File: src/design/aip_pkg.sv
`default_nettype none

package aip_pkg;

    localparam int VALUE_BITS  = 32;
    localparam int OFFSET_BITS = 16;
    localparam int BASE_BITS   = 6;
    localparam int CHAR_BITS   = 8;

    localparam logic [BASE_BITS-1:0] BASE_AUTO  = 6'd0;
    localparam logic [BASE_BITS-1:0] BASE_OCT   = 6'd8;
    localparam logic [BASE_BITS-1:0] BASE_DEC   = 6'd10;
    localparam logic [BASE_BITS-1:0] BASE_HEX   = 6'd16;
    localparam logic [BASE_BITS-1:0] BASE_RESET = BASE_DEC;

    localparam logic [CHAR_BITS-1:0] CH_TAB   = 8'h09;
    localparam logic [CHAR_BITS-1:0] CH_CR    = 8'h0D;
    localparam logic [CHAR_BITS-1:0] CH_SPACE = 8'h20;
    localparam logic [CHAR_BITS-1:0] CH_PLUS  = 8'h2B;
    localparam logic [CHAR_BITS-1:0] CH_MINUS = 8'h2D;
    localparam logic [CHAR_BITS-1:0] CH_ZERO  = 8'h30;
    localparam logic [CHAR_BITS-1:0] CH_NINE  = 8'h39;
    localparam logic [CHAR_BITS-1:0] CH_UA    = 8'h41;
    localparam logic [CHAR_BITS-1:0] CH_UX    = 8'h58;
    localparam logic [CHAR_BITS-1:0] CH_UZ    = 8'h5A;
    localparam logic [CHAR_BITS-1:0] CH_LA    = 8'h61;
    localparam logic [CHAR_BITS-1:0] CH_LX    = 8'h78;
    localparam logic [CHAR_BITS-1:0] CH_LZ    = 8'h7A;

    typedef struct packed {
        logic [CHAR_BITS-1:0] char_code;
        logic                 first_char;
    } in_word_t;

    typedef struct packed {
        logic signed [VALUE_BITS-1:0] parsed_value;
        logic [OFFSET_BITS-1:0]       end_offset;
    } out_word_t;

    // classified character, front to back
    typedef struct packed {
        logic                 first;
        logic [BASE_BITS-1:0] base;
        logic                 is_space;
        logic                 is_sign;
        logic                 is_minus;
        logic                 is_zero;
        logic                 is_x;
        logic                 is_digit;
        logic [BASE_BITS-1:0] digit;
    } cls_word_t;

    typedef enum logic [2:0] {
        PH_IDLE,
        PH_LEAD,
        PH_PREFIX,
        PH_ZERO,
        PH_DIGITS
    } phase_t;

endpackage

`default_nettype wire

File: src/design/aip_front.sv
`default_nettype none

module aip_front
    import aip_pkg::*;
(
    input  wire logic                 clk,
    input  wire logic                 rst_n,
    input  wire logic                 cfg_wr_en,
    input  wire logic [BASE_BITS-1:0] cfg_wr_data,
    input  wire in_word_t             in_word,
    output cls_word_t                 cls_word
);

    logic [BASE_BITS-1:0] base_reg;
    logic [CHAR_BITS-1:0] c;

    always_ff @(posedge clk or negedge rst_n)
    begin
        if (!rst_n)
        begin
            base_reg <= BASE_RESET;
        end
        else if (cfg_wr_en)
        begin
            base_reg <= cfg_wr_data;
        end
    end

    assign c = in_word.char_code;

    always_comb
    begin
        cls_word          = '0;
        cls_word.first    = in_word.first_char;
        cls_word.base     = base_reg;
        cls_word.is_space = (c == CH_SPACE) || (c >= CH_TAB && c <= CH_CR);
        cls_word.is_sign  = (c == CH_PLUS) || (c == CH_MINUS);
        cls_word.is_minus = (c == CH_MINUS);
        cls_word.is_zero  = (c == CH_ZERO);
        cls_word.is_x     = (c == CH_LX) || (c == CH_UX);
        if (c >= CH_ZERO && c <= CH_NINE)
        begin
            cls_word.is_digit = 1'b1;
            cls_word.digit    = BASE_BITS'(c - CH_ZERO);
        end
        else if (c >= CH_LA && c <= CH_LZ)
        begin
            cls_word.is_digit = 1'b1;
            cls_word.digit    = BASE_BITS'(c - CH_LA) + BASE_BITS'(10);
        end
        else if (c >= CH_UA && c <= CH_UZ)
        begin
            cls_word.is_digit = 1'b1;
            cls_word.digit    = BASE_BITS'(c - CH_UA) + BASE_BITS'(10);
        end
    end

endmodule

`default_nettype wire

File: src/design/aip_queue.sv
`default_nettype none

module aip_queue
    import aip_pkg::*;
(
    input  wire logic      clk,
    input  wire logic      rst_n,
    input  wire logic      push,
    input  wire cls_word_t push_word,
    output logic           full,
    input  wire logic      pop,
    output logic           not_empty,
    output cls_word_t      head_word
);

    localparam int DEPTH = 2;

    cls_word_t  mem [DEPTH];
    logic       wr_ptr_reg;
    logic       wr_ptr_next;
    logic       rd_ptr_reg;
    logic       rd_ptr_next;
    logic [1:0] count_reg;
    logic [1:0] count_next;

    assign full      = (count_reg == 2'(DEPTH));
    assign not_empty = (count_reg != 2'd0);
    assign head_word = mem[rd_ptr_reg];

    always_comb
    begin
        wr_ptr_next = push ? ~wr_ptr_reg : wr_ptr_reg;
        rd_ptr_next = pop ? ~rd_ptr_reg : rd_ptr_reg;
        count_next  = count_reg + 2'(push) - 2'(pop);
    end

    always_ff @(posedge clk)
    begin
        if (push)
        begin
            mem[wr_ptr_reg] <= push_word;
        end
    end

    always_ff @(posedge clk or negedge rst_n)
    begin
        if (!rst_n)
        begin
            wr_ptr_reg <= 1'b0;
            rd_ptr_reg <= 1'b0;
            count_reg  <= 2'd0;
        end
        else
        begin
            wr_ptr_reg <= wr_ptr_next;
            rd_ptr_reg <= rd_ptr_next;
            count_reg  <= count_next;
        end
    end

endmodule

`default_nettype wire

File: src/design/aip_back.sv
`default_nettype none

module aip_back
    import aip_pkg::*;
(
    input  wire logic      clk,
    input  wire logic      rst_n,
    input  wire logic      q_valid,
    input  wire cls_word_t q_word,
    output logic           q_pop,
    output logic           out_valid,
    input  wire logic      out_ready,
    output out_word_t      out_word
);

    phase_t                 phase_reg;
    phase_t                 phase_next;
    logic [BASE_BITS-1:0]   base_reg;
    logic [BASE_BITS-1:0]   base_next;
    logic [VALUE_BITS-1:0]  acc_reg;
    logic [VALUE_BITS-1:0]  acc_next;
    logic                   neg_reg;
    logic                   neg_next;
    logic [OFFSET_BITS-1:0] cnt_reg;
    logic [OFFSET_BITS-1:0] cnt_next;
    logic                   out_valid_reg;
    logic                   out_valid_next;
    out_word_t              out_word_reg;
    out_word_t              out_word_next;

    // start-of-string view of the state
    phase_t                 ph;
    logic [BASE_BITS-1:0]   base_cur;
    logic [VALUE_BITS-1:0]  acc_cur;
    logic [OFFSET_BITS-1:0] cnt_cur;
    logic                   neg_cur;
    logic                   bump;
    logic                   take_digit;
    logic                   emit;
    logic [VALUE_BITS-1:0]  mac;

    assign q_pop = q_valid && (!out_valid_reg || out_ready);

    always_comb
    begin
        ph       = q_word.first ? PH_LEAD : phase_reg;
        base_cur = q_word.first ? q_word.base : base_reg;
        acc_cur  = q_word.first ? '0 : acc_reg;
        cnt_cur  = q_word.first ? '0 : cnt_reg;
        neg_cur  = q_word.first ? 1'b0 : neg_reg;
    end

    // phase walk; one character may fall through several phases
    always_comb
    begin
        phase_next = ph;
        base_next  = base_cur;
        neg_next   = neg_cur;
        bump       = 1'b0;
        take_digit = 1'b0;
        emit       = 1'b0;
        if (ph != PH_IDLE)
        begin
            if (ph == PH_LEAD)
            begin
                if (q_word.is_space)
                begin
                    bump = 1'b1;
                end
                else if (q_word.is_sign)
                begin
                    neg_next   = q_word.is_minus;
                    bump       = 1'b1;
                    phase_next = PH_PREFIX;
                end
                else
                begin
                    phase_next = PH_PREFIX;
                end
            end
            if (phase_next == PH_PREFIX && !bump)
            begin
                if (q_word.is_zero && (base_next == BASE_AUTO || base_next == BASE_HEX))
                begin
                    bump       = 1'b1;
                    phase_next = PH_ZERO;
                end
                else
                begin
                    if (base_next == BASE_AUTO)
                    begin
                        base_next = BASE_DEC;
                    end
                    phase_next = PH_DIGITS;
                end
            end
            if (phase_next == PH_ZERO && !bump)
            begin
                if (q_word.is_x)
                begin
                    bump       = 1'b1;
                    base_next  = BASE_HEX;
                    phase_next = PH_DIGITS;
                end
                else
                begin
                    if (base_next == BASE_AUTO)
                    begin
                        base_next = BASE_OCT;
                    end
                    phase_next = PH_DIGITS;
                end
            end
            if (phase_next == PH_DIGITS && !bump)
            begin
                if (q_word.is_digit && q_word.digit < base_next)
                begin
                    take_digit = 1'b1;
                    bump       = 1'b1;
                end
                else
                begin
                    emit       = 1'b1;
                    phase_next = PH_IDLE;
                end
            end
        end
    end

    // datapath and output register
    always_comb
    begin
        mac      = acc_cur * VALUE_BITS'(base_next) + VALUE_BITS'(q_word.digit);
        acc_next = take_digit ? mac : acc_cur;
        cnt_next = (bump && cnt_cur != '1) ? cnt_cur + OFFSET_BITS'(1) : cnt_cur;

        out_valid_next = out_valid_reg && !out_ready;
        out_word_next  = out_word_reg;
        if (q_pop && emit)
        begin
            out_valid_next             = 1'b1;
            out_word_next.parsed_value = neg_cur ? -acc_cur : acc_cur;
            out_word_next.end_offset   = cnt_cur;
        end
    end

    always_ff @(posedge clk or negedge rst_n)
    begin
        if (!rst_n)
        begin
            phase_reg     <= PH_IDLE;
            base_reg      <= BASE_RESET;
            acc_reg       <= '0;
            neg_reg       <= 1'b0;
            cnt_reg       <= '0;
            out_valid_reg <= 1'b0;
        end
        else
        begin
            if (q_pop)
            begin
                phase_reg <= phase_next;
                base_reg  <= base_next;
                acc_reg   <= acc_next;
                neg_reg   <= neg_next;
                cnt_reg   <= cnt_next;
            end
            out_valid_reg <= out_valid_next;
        end
    end

    always_ff @(posedge clk)
    begin
        out_word_reg <= out_word_next;
    end

    assign out_valid = out_valid_reg;
    assign out_word  = out_word_reg;

endmodule

`default_nettype wire

File: src/design/ascii_integer_parser.sv
// Streaming ASCII-to-integer converter (strtol style), one character per word.
// Input channel: in_valid/in_ready with in_word = {char_code, first_char}.
//   first_char set starts a new string; characters outside a string are dropped.
// Output channel: out_valid/out_ready with out_word = {parsed_value, end_offset},
//   at most one word per string, issued at the first character that is not a digit of the radix.
// Config: cfg_wr_en/cfg_wr_data write the radix (0 = auto from prefix); the
//   radix is sampled with the first character of each string.
// Throughput: one character per cycle while no result waits for out_ready. The
//   front classifies the character into a two-entry queue; the back walks the
//   parse state with one multiply-add per character. A terminating character
//   reaches out_valid through the queue stage, then the output register.
// Stall: while a result waits in the output register for out_ready, the back
//   holds every character; the queue then fills its two entries and drops in_ready.
// Reset: parse idle, radix 10, queue empty, no result pending.
`default_nettype none

module ascii_integer_parser
    import aip_pkg::*;
(
    input  wire logic                 clk,
    input  wire logic                 rst_n,
    input  wire logic                 cfg_wr_en,
    input  wire logic [BASE_BITS-1:0] cfg_wr_data,
    input  wire logic                 in_valid,
    output logic                      in_ready,
    input  wire in_word_t             in_word,
    output logic                      out_valid,
    input  wire logic                 out_ready,
    output out_word_t                 out_word
);

    cls_word_t cls_word;
    cls_word_t head_word;
    logic      q_full;
    logic      q_not_empty;
    logic      q_pop;

    assign in_ready = !q_full;

    aip_front u_front (
        .clk         (clk),
        .rst_n       (rst_n),
        .cfg_wr_en   (cfg_wr_en),
        .cfg_wr_data (cfg_wr_data),
        .in_word     (in_word),
        .cls_word    (cls_word)
    );

    aip_queue u_queue (
        .clk       (clk),
        .rst_n     (rst_n),
        .push      (in_valid && in_ready),
        .push_word (cls_word),
        .full      (q_full),
        .pop       (q_pop),
        .not_empty (q_not_empty),
        .head_word (head_word)
    );

    aip_back u_back (
        .clk       (clk),
        .rst_n     (rst_n),
        .q_valid   (q_not_empty),
        .q_word    (head_word),
        .q_pop     (q_pop),
        .out_valid (out_valid),
        .out_ready (out_ready),
        .out_word  (out_word)
    );

endmodule

`default_nettype wire

File: config.mk
export PLATFORM = sky130hd
export DESIGN_NAME = ascii_integer_parser
export DESIGN_NICKNAME = d
export VERILOG_FILES = /design/src/design/aip_pkg.sv /design/src/design/aip_front.sv /design/src/design/aip_queue.sv /design/src/design/aip_back.sv /design/src/design/ascii_integer_parser.sv
export SDC_FILE = /design/constraint.sdc
export NUM_CORES = 1
export LEC_CHECK = 0
export BUFFER_PORTS_ARGS = -buffer_cell sky130_fd_sc_hd__buf_2
export CAP_MARGIN = 25
export CORE_MARGIN = 2
export CORE_UTILIZATION = 25
export DETAILED_ROUTE_END_ITERATION = 8
export PLACE_DENSITY_LB_ADDON = 0.25
export SYNTH_ARGS = -nofsm -noshare
export SYNTH_HDL_FRONTEND = slang
export SYNTH_SLANG_ARGS = --single-unit
File: constraint.sdc
create_clock -name clk -period 10.9 [get_ports clk]
set_clock_uncertainty 0.1 [all_clocks]
set_input_delay 2.18 -clock clk [delete_from_list [all_inputs] [get_ports clk]]
set_output_delay 2.18 -clock clk [all_outputs]
set_load 0.005 [all_outputs]
## Word level (Yosys, flattened, before mapping)

Memories as Yosys holds them, arrays and structs flattened.
Cells that the tools add are included.
Widths: inputs -> output; s select.

- $add $sub $neg: 10
- Multipliers: 1
- $lt $le $gt $ge: 9
- Equality and inequality tests: 13
- Multiplexer cells: 57
- Bitwise logic cells: 2
- Reduce and logical (&&, ||, !) cells: 29

Operator list:

| operator | count |
|---|---|
| $mux 32 | 3 |
| $mux 6 | 10 |
| $mux 3 | 12 |
| $add 32x6->32 | 1 |
| $eq 8x6->1 const B | 4 |
| $mul 32x6->32 | 1 |
| $mux 16 | 2 |
| $neg 32->32 | 1 |
| $mux 1 | 27 |
| $mux 7 | 3 |
| $add 16x1->16 const B | 1 |
| $eq 8x7->1 const B | 2 |
| $ge 8x7->1 const B | 2 |
| $le 8x7->1 const B | 2 |
| $ne 16x16->1 const B | 1 |
| $logic_and 1x1->1 | 14 |
| $add 6x4->6 const B | 2 |
| $logic_not 6->1 | 2 |
| $sub 6x6->6 const B | 2 |
| $ge 8x4->1 const B | 1 |
| $ge 8x6->1 const B | 1 |
| $le 8x4->1 const B | 1 |
| $le 8x6->1 const B | 1 |
| $eq 3x2->1 const B | 2 |
| 13 further kinds | 23 |

- Bits in registers: 117
- RAM bits: 38
- Output and inout bits: 50
- Word-level logic and storage cells: 134
- Memories: 1

Memories:

| name | depth | width | read ports | clocked after memory_dff | write ports | RTL line | source |
|---|---|---|---|---|---|---|---|
| u_queue.mem | 2 | 19 | 1 | 0 | 1 | aip_queue.sv:18 | `cls_word_t mem [DEPTH];` |

## Logic depth before layout (Yosys ltp)

Gate-level depths: netlist of the first run.
An unclocked memory read counts as a cell.

- Depth in word-level cells: 21
- Depth in mapped cells: 27
- Depth with buffers taken out: 24

## Cells and area by module

From an unflattened synthesis of the first run, not the netlist that was laid out.

- Cells, all modules: 1,292
- Area total of the unflattened synthesis: 13,022.5 sq um

By module, submodules not included:

| module | instances | cells an instance | area each (sq um) | sequential area each (sq um) |
|---|---|---|---|---|
| aip_back | 1 | 1,133 | 10,628.9 | 2,920.3 |
| aip_queue | 1 | 74 | 1,647.8 | 1,241.2 |
| aip_front | 1 | 83 | 735.7 | 152.6 |
| ascii_integer_parser | 1 | 2 | 10.0 | 0.0 |

## Worst setup path before layout of the first run

Ideal clock, no wire load.

- Path type: register -> register
- Start: memory u_queue.mem[0][18] (netlist name)
- End: register u_back.acc_reg[31]
- Data arrival time: 6.419 ns
- Slack: 4.260 ns
- Cell stages (with the launch flop): 27
- Buffers on the path: 2
- Clock period less this slack: 6.640 ns
- Cell sequence: edfxtp_1 -> buf_6 -> mux2i_1 -> mux2i_2 -> or4_4 -> nand4bb_2 -> o211ai_1 -> clkbuf_1 -> nor2_1 -> fa_1 -> inv_1 -> fa_1 -> inv_1 -> fa_1 -> inv_1 -> fa_1 -> inv_1 -> ha_1 -> o21ai_0 -> o21ai_0 -> nand3_1 -> a21oi_1 -> nor3_1 -> a21oi_1 -> o31ai_1 -> xnor3_1 -> a22o_1

- Word-level cells in the longest chain between the ends: 20

Ends and longest elaborated chain:

| element | RTL line | source |
|---|---|---|
| start: declaration | aip_queue.sv:18 |  |
| $mem_v2 2x19 (*) | - |  |
| parallel branches: the longest is 18 deep, another holds $mux 6 | - |  |
| $mux 32 (*) | aip_back.sv:134 | `acc_next = take_digit ? mac : acc_cur;` |
| end signal: assignment | aip_back.sv:164 | `acc_reg <= acc_next;` |
| end: declaration | aip_back.sv:20 | `logic [VALUE_BITS-1:0] acc_reg;` |

Mark *: on every way between the ends. The select of a mux whose other input is x is not followed.
A chain may end at the register's enable or synchronous reset.

## Worst setup path in the final report of the first run

- Start: register u_queue.rd_ptr_reg
- End: register u_back.acc_reg[19]

- Word-level cells in the longest chain between the ends: 20

Ends and longest elaborated chain:

| element | RTL line | source |
|---|---|---|
| start: declaration | aip_queue.sv:21 | `logic rd_ptr_reg;` |
| start signal: assignment | aip_queue.sv:56 | `rd_ptr_reg <= rd_ptr_next;` |
| $mem_v2 2x19 (*) | - |  |
| parallel branches: the longest is 18 deep, another holds $mux 6 | - |  |
| $mux 32 (*) | aip_back.sv:134 |  |

Marks and branches as above.

==> summary.txt, run 1 <==
reg2reg start -> u_queue.rd_ptr_reg$_DFFE_PN0P_
Core ar. -> 0.0512 sq mm
post-synthesis sequential area ratio -> 0.334
sequential power share -> 0.312
status -> finished, final reports clean
IO Pins -> 70
mean area per synthesized cell -> 10.1 sq um
most frequent cells in the layout -> nor2_1, fa_1, nand2_1
Area Overhead vs Synth -> 13.3%
Hold Path End -> u_queue.mem[1][17]$_DFFE_PP_
Placed Area -> 0.0140 sq mm
Starting Density -> 0.253
switching share of power -> 0.444
Reg2Reg Depth -> 25
P per Cell Area -> 192 mW/mm^2
fin worst setup slack -> 3.04 ns
Slew Limit Fails -> 0
Diodes inserted -> 0
IO Port Bufs -> 69
Clock Tree Buf Depth -> 2
Tmin final -> 7.86 ns
Hold Path Origin -> u_front.base_reg[5]$_DFFE_PN0P_
WP data arrival -> 8.08 ns
vias per cell -> 4.77
max cap viols -> 0
largest stage delay on the critical path -> 0.54 ns
post-synthesis cell area -> 0.0129 sq mm
NetSw -> 1.25 mW
Inst Count DP -> 1992
number of H-tree levels -> 4
routed length per instance -> 16.7 microns
Int Power -> 1.57 mW
Final HPWL DP -> 25700 microns
slowest stage cell, crit path -> fa_1
cell area after layout -> 0.0147 sq mm
Gate power share -> 0.465
DRC -> 0
R2R setup slack -> 3.04 ns
Synth cell types -> 78
gr usage total -> 0.131
critical path depth -> 25
dominant synthesized flop cell -> edfxtp_1
Final period util -> 0.721
pin slew with the least headroom to its limit -> 1.00 ns
WP data required -> 11.13 ns
die width -> 231 microns
post-synthesis cell count -> 1286
initial antenna violation count -> 1
largest net degree at the start of global routing -> 67
final WL -> 33900 microns
CP Buf/Inv Count -> 5
final hold vios -> 0
asr flop ratio synth -> 0.445
grt ovf -> 0
TritonCTS clock tree -> built
CP delay by family, top -> adder cells
Synth warnings -> 0
Worst Setup Path Type -> reg2reg
Total Neg Setup Slack -> 0 ns
Critical Path End Type -> flip-flop
clock share of power -> 0.223
Layout Utilization -> 0.286
clk root buf -> clkbuf_16
final setup fails -> 0
Final ANT Viol Nets -> 0
Critical Path Most Common Cell -> fa_1
EDFF count, synth -> 86
FP Rows -> 83
syn nets -> 1501
die extent in y -> 231 microns
RSZ-0062 raised after global routing -> false
Final nets -> 1546
Layout Cells excl Fill -> 2024
Layout fillers -> 5301
Max Clock Freq -> 127 MHz
share of cells above drive strength 1 -> 0.118
Hold Path Stages -> 0
vias -> 9647
Post-CTS Setup Bufs -> 0
# hold bufs at CTS -> 0
Hold Crit Class -> reg2reg
Clk pin slew, worst setup/hold paths -> 0.07 ns
max reg flops -> 48
RePlAce Congestion -> 0.860
first-pass GRT wire length -> 55800 microns
crit-path max FO -> 53
maximum vdd drop -> 0.0890 mV
Place WS -> 3.10 ns
CTS Buf Count -> 17
initial DRC count -> 512
vias in the first global route -> 9987
first-pass detailed-route iteration total -> 5
Pleak -> 6.69 nW
CTS sink count -> 155
post-cts resize count -> 0
commonest non-fill, non-tap cell in the layout -> nor2_1
#FFs+latches synth -> 155
R2R Path End -> u_back.acc_reg[19]$_DFFE_PN0P_
die area -> 0.0536 sq mm
worst-skew pair later-pin latency -> 0.45 ns
Slew HR -> 0.328
CP Launch Type -> flip-flop
==> through the flow <==
| stage | power, mW | hold slack (ns) |
|---|---|---|
| CTS | 2.86 | 0.391 |
| floorplan | 1.77 | 0.338 |
| detailed placement | 2.22 | 0.374 |
| global route | 3.03 | 0.420 |
| global placement | 2.20 | 0.354 |
| finish | 2.82 | 0.389 |
==> layer usage <==
layer  track usage  wire length, microns  vias to the layer above  part of all wire
li1              -                     -                     4608                 -
met1         0.181                 16400                     4862              0.48
met2         0.216                 16100                      149              0.48
met3        0.0177                   984                       28             0.029
met4        0.0339                   379                        0             0.011
met5             0                     0                        -                 0
==> power groups by stage <==
stage                     sequential, mW  clock [mW]  combinational [mW]
after CTS                          0.880       0.651                1.33
after floorplan                    0.871           0               0.896
after global placement             0.890           0                1.31
after global routing               0.896       0.670                1.46
after detailed placement           0.892           0                1.33
final                              0.878       0.629                1.31
==> layout make-up <==
class	instances	area, sq um	area share
multi-input combinational	1016	8190	0.559
sequential	155	4310	0.294
tap	680	851	0.0580
timing repair buffer	86	475	0.0324
clock buffer	18	450	0.0307
inverter	55	206	0.0141
clock inverter	14	171	0.0117
==> synthesized netlist by cell type, drive strengths merged, types with 21 or more instances <==
cell,number,area (sq um)
xor2,32,280
o21ai,58,298
ha,83,1040
edfxtp,86,2580
a21oi,39,195
nand2,98,370
clkbuf,46,173
a21o,21,158
mux2i,27,274
dfrtp,65,1630
nor2,230,863
fa,112,2240
a22o,30,263
xnor2,27,236
nand3,30,150
inv,55,206
==> kinds of logic (layout without fill, tap and decap cells) <==
group	after synthesis	count (layout)	share of synthesized area
flops	155	155	0.334
fa+ha+maj	195	195	0.254
simple gates	470	470	0.164
mux	44	44	0.0363
xor+xnor	61	61	0.0434
buf+inv	115	173	0.0364
compound gates	246	246	0.132
==> worst register-to-register path, cell delays in order, from the launching register on <==
cell and delay (ns):
dfrtp_1 0.32, buf_4 0.35, mux2_2 0.38, buf_4 0.29, or4_1 0.50, a31oi_1 0.18
o211ai_1 0.12, and2_1 0.44, or2_2 0.44, fa_1 0.48, fa_1 0.54, inv_1 0.05
fa_1 0.52, inv_1 0.05, fa_1 0.49, inv_1 0.04, ha_1 0.33, o21ai_0 0.12
o21ai_0 0.34, nand3_1 0.22, a21boi_0 0.46, o21ai_0 0.18, a21oi_1 0.29, o21a_1 0.15
o311ai_0 0.12, a22o_1 0.22
==> worst max-delay path by stage <==
stage / from / to / slack (ns)
2_1_floorplan: u_queue.mem[0][18]$_DFFE_PP_ / u_back.acc_reg[31]$_DFFE_PN0P_ / 4.26
3_3_place_gp: u_queue.rd_ptr_reg$_DFFE_PN0P_ / u_back.acc_reg[31]$_DFFE_PN0P_ / 3.21
3_5_place_dp: u_queue.rd_ptr_reg$_DFFE_PN0P_ / u_back.acc_reg[31]$_DFFE_PN0P_ / 3.10
4_1_cts: u_queue.rd_ptr_reg$_DFFE_PN0P_ / u_back.acc_reg[31]$_DFFE_PN0P_ / 3.07
5_1_grt: u_queue.rd_ptr_reg$_DFFE_PN0P_ / u_back.acc_reg[19]$_DFFE_PN0P_ / 2.58
6_report: u_queue.rd_ptr_reg$_DFFE_PN0P_ / u_back.acc_reg[19]$_DFFE_PN0P_ / 3.04
(Power assumes the default switching activity.)
==> inputs of run 2 (changes only) <==
- clock period: 10.9 -> 6.88 ns (I/O delays scaled with it)
==> run 2 against run 1 <==
Hold slack improved by 0.0045 ns; flip-flop and latch count unchanged; cell area is 3.3% higher; first-iteration DRC count increased by 29%; critical endpoint is now u_back.acc_reg[31]$_DFFE_PN0P_; largest power group unchanged; highest routed layer is now met5.
==> summary.txt, run 2 (same netlist as run 1, synthesis figures left out) <==
CTS sink count -> 155
R2R Path End -> u_back.acc_reg[31]$_DFFE_PN0P_
first-pass detailed-route iteration total -> 5
max reg flops -> 48
Final period util -> 0.956
Reg2Reg Depth -> 22
Layout Utilization -> 0.296
FP Rows -> 83
Placed Area -> 0.0144 sq mm
die area -> 0.0536 sq mm
Core ar. -> 0.0512 sq mm
sequential power share -> 0.302
routed length per instance -> 16.4 microns
Final nets -> 1598
Gate power share -> 0.492
initial antenna violation count -> 2
number of H-tree levels -> 4
Final HPWL DP -> 26500 microns
Starting Density -> 0.253
most frequent cells in the layout -> nor2_1, fa_1, nand2_1
Area Overhead vs Synth -> 17.1%
final hold vios -> 0
first-pass GRT wire length -> 56500 microns
Max Clock Freq -> 152 MHz
IO Port Bufs -> 69
cell area after layout -> 0.0152 sq mm
share of cells above drive strength 1 -> 0.162
Slew Limit Fails -> 0
R2R setup slack -> 0.30 ns
Slew HR -> 0.379
reg2reg start -> u_queue.mem[1][18]$_DFFE_PP_
largest net degree at the start of global routing -> 52
P per Cell Area -> 304 mW/mm^2
TritonCTS clock tree -> built
clk root buf -> clkbuf_16
Final ANT Viol Nets -> 0
CTS Buf Count -> 17
WP data required -> 7.11 ns
Clk pin slew, worst setup/hold paths -> 0.08 ns
Hold Path Origin -> u_front.base_reg[5]$_DFFE_PN0P_
max cap viols -> 0
IO Pins -> 70
Clock Tree Buf Depth -> 2
die width -> 231 microns
pin slew with the least headroom to its limit -> 0.932 ns
final setup fails -> 0
crit-path max FO -> 7
grt ovf -> 0
final WL -> 34100 microns
switching share of power -> 0.443
RePlAce Congestion -> 0.860
CP Launch Type -> flip-flop
Tmin final -> 6.58 ns
vias per cell -> 4.72
commonest non-fill, non-tap cell in the layout -> nor2_1
maximum vdd drop -> 0.143 mV
RSZ-0062 raised after global routing -> true
Pleak -> 6.96 nW
Worst Setup Path Type -> reg2reg
clock share of power -> 0.206
vias -> 9813
NetSw -> 2.04 mW
Hold Crit Class -> reg2reg
Hold Path Stages -> 0
Int Power -> 2.56 mW
initial DRC count -> 661
vias in the first global route -> 10361
DRC -> 0
Critical Path End Type -> flip-flop
Hold Path End -> u_queue.mem[1][17]$_DFFE_PP_
Pwr Total -> 4.60 mW
worst-skew pair later-pin latency -> 0.45 ns
WP data arrival -> 6.81 ns
status -> finished, final reports clean
die extent in y -> 231 microns
gr usage total -> 0.133
-- run 2: changes by cell type in the layout (fill, tap and decap cells not counted), sizes merged --
cell	before	now
clkbuf	18	17
diode	0	1
buf	86	138
inv	62	64
bufinv	2	0
clkinvlp	1	2
-- run 2: worst max-delay path, cell delays in order, from the launching register on --
cell      delay [ns]
edfxtp_1        0.52
mux2i_1         0.25
mux2i_2         0.11
or4_4           0.58
nor4b_4         0.29
o211ai_1        0.14
buf_4           0.19
buf_6           0.14
nor2_1          0.14
fa_1            0.45
fa_1            0.48
fa_1            0.49
ha_1            0.31
ha_1            0.35
a21o_1          0.18
o21bai_1        0.16
a31oi_1         0.26
a21oi_2         0.12
nor3_2          0.24
a21oi_1         0.14
o31ai_2         0.20
xnor3_1         0.42
a22o_1          0.20
-- run 2: power groups by stage --
stage,sequential (mW),combinational [mW],clock [mW]
floorplan,1.38,1.42,0
global placement,1.41,2.19,0
detailed placement,1.42,2.20,0
CTS,1.40,2.22,0.979
global route,1.42,2.52,1.02
finish,1.39,2.26,0.946
-- run 2: cell type report --
class	instances	area, sq um
antenna	1	2.50
sequential	155	4310
timing repair buffer	138	917
multi-input combinational	1016	8270
clock buffer	17	425
tap	680	851
inverter	55	206
fill	5301	36000
clock inverter	15	169
-- run 2: repair_timing --
action	4_1_cts	5_1_grt
hold buffers	0	0
resized for setup	1	23
buffers inserted	3	3
endpoints found under the setup margin	1	12
pin swaps	0	4
cloned	0	1
-- run 2: worst max path at each step --
stage,from,to,depth (start not counted)
after floorplan,u_queue.mem[0][18]$_DFFE_PP_,u_back.acc_reg[31]$_DFFE_PN0P_,26
after global placement,u_queue.mem[0][18]$_DFFE_PP_,u_back.acc_reg[31]$_DFFE_PN0P_,21
after detailed placement,u_queue.mem[1][18]$_DFFE_PP_,u_back.acc_reg[31]$_DFFE_PN0P_,21
after CTS,u_queue.mem[0][18]$_DFFE_PP_,u_back.acc_reg[31]$_DFFE_PN0P_,21
after global routing,u_queue.mem[0][18]$_DFFE_PP_,u_back.acc_reg[31]$_DFFE_PN0P_,23
final,u_queue.mem[1][18]$_DFFE_PP_,u_back.acc_reg[31]$_DFFE_PN0P_,22
-- run 2: per-layer routing --
layer  vias up  global-route usage  wire, microns  part of all wire
met2       177               0.224          16300              0.48
met5         -                   0             13           0.00038
li1       4726                   -              -                 -
met1      4883               0.179          16400              0.48
met4         2              0.0323            421             0.012
met3        25              0.0161           1030             0.030
-- run 2: through the flow --
step,TNS [ns],hold WS [ns],setup slack (ns),std cells
floorplan,0,0.338,0.240,1286
global placement,0,0.352,0.0187,2036
detailed placement,-0.107,0.385,-0.107,2036
CTS,0,0.401,0.0154,2071
global route,-0.0870,0.413,-0.0820,2076
finish,0,0.394,0.303,2077
